**config.mk**
```make
export PLATFORM = sky130hd
export DESIGN_NAME = rgb8_color_space_matrix_unit
export DESIGN_NICKNAME = d
export VERILOG_FILES = /design/src/rgb8csm_pkg.sv /design/src/rgb8csm_cfg.sv /design/src/rgb8csm_channel.sv /design/src/rgb8_color_space_matrix_unit.sv
export VERILOG_INCLUDE_DIRS = /design/src /design/src/src
export SDC_FILE = /design/constraint.sdc
export NUM_CORES = 2
export LEC_CHECK = 0
export ABC_AREA = 0
export BUFFER_PORTS_ARGS = -buffer_cell sky130_fd_sc_hd__buf_2
export CAP_MARGIN = 10
export CORE_AREA = 2 2 223 444
export CTS_CLUSTER_SIZE = 8
export DETAILED_ROUTE_END_ITERATION = 16
export DIE_AREA = 0 0 225 446
export HOLD_SLACK_MARGIN = 0.05
export PLACE_DENSITY = 0.79
export REMOVE_ABC_BUFFERS = 1
export SETUP_SLACK_MARGIN = 0.3
export SYNTH_ARGS = -nofsm -noshare
export SYNTH_HDL_FRONTEND = slang
export SYNTH_SLANG_ARGS = --single-unit
export TNS_END_PERCENT = 1
```
**constraint.sdc**
```tcl
create_clock -name clk_i -period 5 [get_ports clk_i]
set_clock_uncertainty 0.2 [all_clocks]
set_input_delay 0.25 -clock clk_i [delete_from_list [all_inputs] [get_ports clk_i]]
set_output_delay 0.25 -clock clk_i [all_outputs]
set_load 0.02 [all_outputs]
```
**src/rgb8_color_space_matrix_unit_assert.svh**
```systemverilog
// ----------------------------------------------------------------------------
// RGB8 color space matrix unit: assertion macros
// Shared concurrent assertion forms, clocked on clk_i and disabled in reset.
// ----------------------------------------------------------------------------
`ifndef RGB8_COLOR_SPACE_MATRIX_UNIT_ASSERT_SVH
`define RGB8_COLOR_SPACE_MATRIX_UNIT_ASSERT_SVH

// Same-cycle implication.
`define RGB8CSM_ASSERT_IMP(lbl, ante, cons) \
  lbl: assert property (@(posedge clk_i) disable iff (!rst_ni) (ante) |-> (cons)) \
    else $error("rgb8csm: assertion failed");

// Next-cycle implication.
`define RGB8CSM_ASSERT_NXT(lbl, ante, cons) \
  lbl: assert property (@(posedge clk_i) disable iff (!rst_ni) (ante) |=> (cons)) \
    else $error("rgb8csm: assertion failed");

`endif

```
**src/rgb8csm_pkg.sv**
```systemverilog
// ----------------------------------------------------------------------------
// RGB8 color space matrix package
// Shared widths, coefficient row type, register indexes and reset rows.
// ----------------------------------------------------------------------------
package rgb8csm_pkg;

  localparam int unsigned PixW   = 8;
  localparam int unsigned CoefW  = 16;
  localparam int unsigned RowW   = 3 * CoefW;
  localparam int unsigned CfgIdxW = 2;
  localparam int unsigned ProdW  = CoefW + PixW + 1;
  localparam int unsigned SumW   = ProdW + 1;
  localparam int unsigned FracW  = 12;

  // One matrix row: coefficients applied to red, green and blue (S3.12).
  typedef struct packed {
    logic signed [CoefW-1:0] c_blue;
    logic signed [CoefW-1:0] c_green;
    logic signed [CoefW-1:0] c_red;
  } row_t;

  typedef enum logic [CfgIdxW-1:0] {
    CFG_ROW_RED   = 2'd0,
    CFG_ROW_GREEN = 2'd1,
    CFG_ROW_BLUE  = 2'd2
  } cfg_idx_e;

  localparam logic [RowW-1:0] RowRedRst   = 48'h0000_0000_1000;
  localparam logic [RowW-1:0] RowGreenRst = 48'h0000_1000_0000;
  localparam logic [RowW-1:0] RowBlueRst  = 48'h1000_0000_0000;

endpackage

```
**src/rgb8csm_cfg.sv**
```systemverilog
// ----------------------------------------------------------------------------
// RGB8 color space matrix: coefficient registers
// Holds the three matrix rows and decodes writes from the configuration port.
// ----------------------------------------------------------------------------
module rgb8csm_cfg (
  input  logic                          clk_i,
  input  logic                          rst_ni,
  input  logic                          we_i,
  input  logic [rgb8csm_pkg::CfgIdxW-1:0] index_i,
  input  logic [rgb8csm_pkg::RowW-1:0]  data_i,
  output rgb8csm_pkg::row_t             row_red_o,
  output rgb8csm_pkg::row_t             row_green_o,
  output rgb8csm_pkg::row_t             row_blue_o
);
  import rgb8csm_pkg::*;

  row_t row_red_q, row_red_d;
  row_t row_green_q, row_green_d;
  row_t row_blue_q, row_blue_d;

  always_comb begin
    row_red_d   = row_red_q;
    row_green_d = row_green_q;
    row_blue_d  = row_blue_q;
    if (we_i) begin
      unique case (cfg_idx_e'(index_i))
        CFG_ROW_RED:   row_red_d   = row_t'(data_i);
        CFG_ROW_GREEN: row_green_d = row_t'(data_i);
        CFG_ROW_BLUE:  row_blue_d  = row_t'(data_i);
        default: ;
      endcase
    end
  end

  always_ff @(posedge clk_i or negedge rst_ni) begin
    if (!rst_ni) begin
      row_red_q   <= row_t'(RowRedRst);
      row_green_q <= row_t'(RowGreenRst);
      row_blue_q  <= row_t'(RowBlueRst);
    end else begin
      row_red_q   <= row_red_d;
      row_green_q <= row_green_d;
      row_blue_q  <= row_blue_d;
    end
  end

  assign row_red_o   = row_red_q;
  assign row_green_o = row_green_q;
  assign row_blue_o  = row_blue_q;

endmodule

```
**src/rgb8csm_channel.sv**
```systemverilog
// ----------------------------------------------------------------------------
// RGB8 color space matrix: one output channel
// Three-stage datapath: products, rounded sum, clamp to a byte.
// ----------------------------------------------------------------------------
module rgb8csm_channel (
  input  logic                         clk_i,
  input  rgb8csm_pkg::row_t            row_i,
  input  logic [rgb8csm_pkg::PixW-1:0] red_i,
  input  logic [rgb8csm_pkg::PixW-1:0] green_i,
  input  logic [rgb8csm_pkg::PixW-1:0] blue_i,
  output logic [rgb8csm_pkg::PixW-1:0] chan_o
);
  import rgb8csm_pkg::*;

  logic signed [ProdW-1:0] prod_d [3];
  logic signed [ProdW-1:0] prod_q [3];
  logic signed [SumW-1:0]  sum_d, sum_q;
  logic [PixW-1:0]         chan_d, chan_q;

  function automatic logic signed [ProdW-1:0] mul(input logic signed [CoefW-1:0] c,
                                                  input logic [PixW-1:0] p);
    logic signed [ProdW-1:0] cx;
    logic signed [ProdW-1:0] px;
    cx = {{(ProdW-CoefW){c[CoefW-1]}}, c};
    px = $signed({{(ProdW-PixW){1'b0}}, p});
    return ProdW'(cx * px);
  endfunction

  // Stage 1: the three coefficient products.
  always_comb begin
    prod_d[0] = mul(row_i.c_red, red_i);
    prod_d[1] = mul(row_i.c_green, green_i);
    prod_d[2] = mul(row_i.c_blue, blue_i);
  end

  // Stage 2: sum with the half-step rounding offset.
  always_comb begin
    sum_d = {prod_q[0][ProdW-1], prod_q[0]}
          + {prod_q[1][ProdW-1], prod_q[1]}
          + {prod_q[2][ProdW-1], prod_q[2]}
          + SumW'(1 << (FracW - 1));
  end

  // Stage 3: arithmetic shift by the fraction width, then clamp to 0..255.
  always_comb begin
    if (sum_q[SumW-1]) begin
      chan_d = '0;
    end else if (|sum_q[SumW-2:FracW+PixW]) begin
      chan_d = '1;
    end else begin
      chan_d = sum_q[FracW+PixW-1:FracW];
    end
  end

  always_ff @(posedge clk_i) begin
    prod_q <= prod_d;
    sum_q  <= sum_d;
    chan_q <= chan_d;
  end

  assign chan_o = chan_q;

endmodule

```
**src/rgb8_color_space_matrix_unit.sv**
```systemverilog
// ----------------------------------------------------------------------------
// RGB8 color space matrix unit
// Applies a programmable 3x3 S3.12 matrix to RGB888 pixels, one per cycle while busy_o is low.
// ----------------------------------------------------------------------------
// Usage:
//   Input: a pixel transaction is taken at a clock edge where start_i is high
//   and busy_o is low. busy_o is high only in reset and the first cycle after.
//   Output: valid_o marks the converted pixel for exactly one cycle; the
//   receiver cannot stall, so each result must be taken when shown.
//   A pixel taken at a clock edge passes the three register stages (multiply,
//   rounded sum, clamp) of each channel and then shows on the result ports.
//   Throughput is one pixel every cycle while busy_o is low.
//   Configuration: cfg_valid_i/cfg_ready_o write one 48-bit matrix row at
//   cfg_index_i (0 red, 1 green, 2 blue; other indexes are ignored).
//   cfg_ready_o is always high. The user must change rows only while no
//   pixel is in flight; the block itself does not enforce this.
//   Reset loads the identity matrix and empties the pipeline.
// ----------------------------------------------------------------------------
module rgb8_color_space_matrix_unit (
  input  logic                            clk_i,
  input  logic                            rst_ni,
  input  logic                            start_i,
  output logic                            busy_o,
  input  logic [rgb8csm_pkg::PixW-1:0]    red_in_i,
  input  logic [rgb8csm_pkg::PixW-1:0]    green_in_i,
  input  logic [rgb8csm_pkg::PixW-1:0]    blue_in_i,
  input  logic                            last_pixel_i,
  output logic                            valid_o,
  output logic [rgb8csm_pkg::PixW-1:0]    red_out_o,
  output logic [rgb8csm_pkg::PixW-1:0]    green_out_o,
  output logic [rgb8csm_pkg::PixW-1:0]    blue_out_o,
  output logic                            last_out_o,
  input  logic                            cfg_valid_i,
  output logic                            cfg_ready_o,
  input  logic [rgb8csm_pkg::CfgIdxW-1:0] cfg_index_i,
  input  logic [rgb8csm_pkg::RowW-1:0]    cfg_data_i
);
  import rgb8csm_pkg::*;

  localparam int unsigned Depth = 3;

  logic             busy_q;
  logic             accept;
  logic [Depth-1:0] valid_q, valid_d;
  logic [Depth-1:0] last_q, last_d;
  row_t             row_red, row_green, row_blue;

  assign accept      = start_i && !busy_q;
  assign busy_o      = busy_q;
  assign cfg_ready_o = 1'b1;

  rgb8csm_cfg u_cfg (
    .clk_i       (clk_i),
    .rst_ni      (rst_ni),
    .we_i        (cfg_valid_i),
    .index_i     (cfg_index_i),
    .data_i      (cfg_data_i),
    .row_red_o   (row_red),
    .row_green_o (row_green),
    .row_blue_o  (row_blue)
  );

  rgb8csm_channel u_red (
    .clk_i   (clk_i),
    .row_i   (row_red),
    .red_i   (red_in_i),
    .green_i (green_in_i),
    .blue_i  (blue_in_i),
    .chan_o  (red_out_o)
  );

  rgb8csm_channel u_green (
    .clk_i   (clk_i),
    .row_i   (row_green),
    .red_i   (red_in_i),
    .green_i (green_in_i),
    .blue_i  (blue_in_i),
    .chan_o  (green_out_o)
  );

  rgb8csm_channel u_blue (
    .clk_i   (clk_i),
    .row_i   (row_blue),
    .red_i   (red_in_i),
    .green_i (green_in_i),
    .blue_i  (blue_in_i),
    .chan_o  (blue_out_o)
  );

  // Valid and last flags shift alongside the channel datapaths.
  assign valid_d = {valid_q[Depth-2:0], accept};
  assign last_d  = {last_q[Depth-2:0], last_pixel_i};

  always_ff @(posedge clk_i or negedge rst_ni) begin
    if (!rst_ni) begin
      busy_q  <= 1'b1;
      valid_q <= '0;
    end else begin
      busy_q  <= 1'b0;
      valid_q <= valid_d;
    end
  end

  always_ff @(posedge clk_i) begin
    last_q <= last_d;
  end

  assign valid_o    = valid_q[Depth-1];
  assign last_out_o = last_q[Depth-1];

`include "rgb8_color_space_matrix_unit_assert.svh"

  `RGB8CSM_ASSERT_IMP(a_latency, valid_o, $past(start_i && !busy_o, 3))
  `RGB8CSM_ASSERT_IMP(a_last_follows, valid_o, last_out_o == $past(last_pixel_i, 3))
  `RGB8CSM_ASSERT_NXT(a_row_red_write, cfg_valid_i && cfg_index_i == CFG_ROW_RED,
                      row_red == row_t'($past(cfg_data_i)))

endmodule
```
==> reports/results.tsv <==
stage	metric	value	unit
die	Die ar.	100400	sq um
clocking	CTS root buffer	clkbuf_16	
final_layout	layout cells sized above 1	16.67	%
logic_synthesis	syn_area_per_cell	9.529	sq um
drt	DR DRC count	0	
die	I/O pin count	107	
flow_run	Max Cap Violations	0	
timing	Fmax	0.1996	GHz
drt	initial DRC count	2347	
logic_synthesis	Post-Syn Area	57660	sq um
timing	Slew HR	40.01	%
global_route	vias in the first global route	47780	
drt	WL/cell	19.40	um
logic_synthesis	Post-Syn Instances	6051	
clocking	worst skew pair latency	0.65	ns
drt	Pre-antenna DRT Iters	7	
logic_synthesis	Post-synth ARST share	33.48	%
final_layout	filler-free cell count of the finished design	7931	
timing	RSZ-0062 raised after global routing	yes	
drt	drt total wl	153800	um
die	Core Area	97090	sq um
drt	antenna viol nets, final	0	
die	Initial Utilization	59.39	%
outcome	failing checks	negative setup slack	
logic_synthesis	area leader, netlist	fa_1	
global_route	largest net degree at the start of global routing	105	
timing	Tmin final	5.010	ns
drt	routed vias	43470	
die	chip height	446	um
logic_synthesis	synth top area cells	fa_1, ha_1, dfxtp_1	
global_route	Total GRT Usage	31.53	%
global_route	grt total ovfl	0	
timing	Slew Viols, Final	0	
clocking	Reg clk slew, reported paths	0.05	ns
timing	Final WS setup	-0.01006	ns
worst_setup_path	crit end category	flip-flop	
clocking	CTS Sinks	442	
final_layout	# nets final	8253	
logic_synthesis	Distinct cells, synth	72	
clocking	TritonCTS clock tree	yes	
final_layout	synth-to-layout area growth	15.80	%
placement	hpwl dp	123200	um
timing	Tightest Pin Transition	0.8998	ns
worst_setup_path	Worst Path Class, Setup	flip-flop to flip-flop	
logic_synthesis	Post-synth top flop	dfxtp_1	
worst_setup_path	crit-path max FO	6	
worst_setup_path	Critical Path RT	5.36	ns
die	Site Rows	162	
placement	placed insts	7662	
clocking	clock buffer depth	3	
min_path	Min-Delay Path Class	primary input to flip-flop	
timing	Final Hold Fails	0	
timing	Fin Hold WS	0.1183	ns
placement	GPL Wtd Cong	0.9455	
placement	Setup WS pre-CTS	-0.2306	ns
worst_setup_path	Worst EP arrival	5.37	ns
logic_synthesis	Yosys top cell area share	34.37	%
placement	# port buffers	105	
final_layout	Util after Layout	68.77	%
global_route	global-route wire length before repair	243000	um
worst_setup_path	startpoint types	flip-flop	
outcome	status	finished, violations left	
logic_synthesis	post-synthesis sequential area ratio	16.64	%
drt	Via-to-Cell Ratio	5.481	
die	die width	225	um
logic_synthesis	Post-synth EDFFs	0	
clocking	H-tree depth	3	
timing	Final Cycle Share	100.2	%
timing	setup violators final	1	
final_layout	fillers	7000	
logic_synthesis	Ys Warns	0	
global_route	initial antenna violation count	16	
clocking	Inserted Clock Buffers	66	
logic_synthesis	post-synthesis sequential element count	442	
-- cells in the mapped netlist (4+ instances only) --
master    count
fa_1        990
nand2_1     606
and2_1      643
a211oi_1     14
dfstp_2       4
o211ai_1     18
and4_1        4
dfxtp_1     294
nand3_1      34
mux2_2      144
nor4_1        7
o31ai_1      10
o21ai_1      12
dfrtp_1     144
a21oi_1     203
ha_1        588
o21ai_0      82
clkbuf_1    161
o21bai_1     28
and3_1       16
o221ai_1      4
nand2b_1     14
xnor2_1     180
or3_1        13
a31o_2        4
nand4_1      22
nor3_1       17
nor2b_1      18
buf_1         9
a21o_1       93
a211oi_2      5
inv_1      1375
a31oi_1      18
nor2_1      129
xor2_1       70
o21a_1       20
-- cell usage in the layout, fill, tap and decap left out, drive strengths merged, types with 19 or more instances in the layout --
cell,count
and2,644
nor2,129
mux2,144
a21o,93
nand2,606
o211ai,20
dfrtp,144
ha,588
a211oi,19
inv,1379
dlygate4sd3,56
dfxtp,294
nand3,34
clkbuf,95
xor2,70
buf,593
diode,72
xnor2,180
nand4,22
fa,990
o21bai,28
o21ai,94
o21a,20
a21oi,206
-- through the flow --
stage               setup TNS, ns  instance area, sq um
finish                   -0.01006                 66770
global route              -0.4026                 66770
CTS                             0                 65500
detailed placement         -3.594                 62790
global placement           -1.275                 62790
floorplan                       0                 57010
-- cells by family after synthesis --
kind of cell | share of synthesized area (%)
adders and majority gates | 47.13
buffers and inverters | 10.08
and+or+nand+nor | 13.40
AOI/OAI and AO/OA | 6.110
DFF | 16.64
xor gates and xnor gates | 3.797
muxes | 2.830
other | 0.01302
-- final cells by class --
cell class	instances	area, sq um	area share [%]
clock buffer	95	1833	2.745
clock inverter	6	92.59	0.1387
tap	1230	1539	2.305
timing repair buffer	649	5141	7.700
antenna	72	180.2	0.2698
inverter	1375	5161	7.730
multi-input combinational	4062	43120	64.58
sequential	442	9702	14.53
-- sequential cells by signal, indices dropped and copies added (netlist names) --
signal             count
u_green.chan_o         8
u_blue.chan_o          8
busy_o                 1
u_blue.sum_q          14
last_q                 3
u_cfg.row_blue_o      48
u_cfg.row_green_o     48
u_red.prod_q          75
u_green.prod_q        75
u_red.chan_o           8
u_red.sum_q           14
u_cfg.row_red_o       48
u_blue.prod_q         75
u_green.sum_q         14
valid_q                3
-- routing by layer --
layer,part of all wire [%],global-route usage [%],up-vias
li1,-,-,19520
met1,33,31.98,21990
met2,53,57.40,1341
met3,4.1,3.881,612
met4,9.9,25.85,8
met5,0.033,0,-
-- worst paths after layout --
check                                    startpoint                   end  slack (ns)  depth (start not counted)
worst max-delay path            u_cfg.row_red_o[23]      u_red.prod_q[48]       -0.01                         18
worst min-delay path                    red_in_i[0]    u_green.prod_q[50]        0.12                          3
worst max register to register  u_cfg.row_red_o[23]      u_red.prod_q[48]       -0.01                         18
worst min register to register            last_q[1]             last_q[2]        0.13                          0
max in group asynchronous                    rst_ni  u_cfg.row_blue_o[18]        3.28                          4
min in group asynchronous                    rst_ni  u_cfg.row_blue_o[44]        0.49                          3
-- critical path, stage by stage (launching register included) --
cell,delay [ns]
dfrtp_2,0.42
buf_6,0.14
nand2_1,0.07
fa_1,0.53
inv_1,0.06
fa_1,0.48
fa_1,0.55
inv_1,0.06
fa_1,0.49
inv_1,0.05
ha_1,0.21
buf_4,0.15
o21a_4,0.21
a311o_1,0.35
o211ai_2,0.20
a21oi_2,0.09
or3_1,0.35
a21oi_2,0.18
xnor2_1,0.14
-- what timing repair did --
action                                  in CTS  in global routing
hold buffers                                57                  0
endpoints found under the setup margin      83                 99
gates resized for setup                     50                254
endpoints found under the hold margin      294                  0
pin swaps                                   15                142
setup buffers                                9                 30
Power is left out: the tool's default activity adds up to more than one toggle a clock period on the data nets, which glitch-free logic cannot reach.
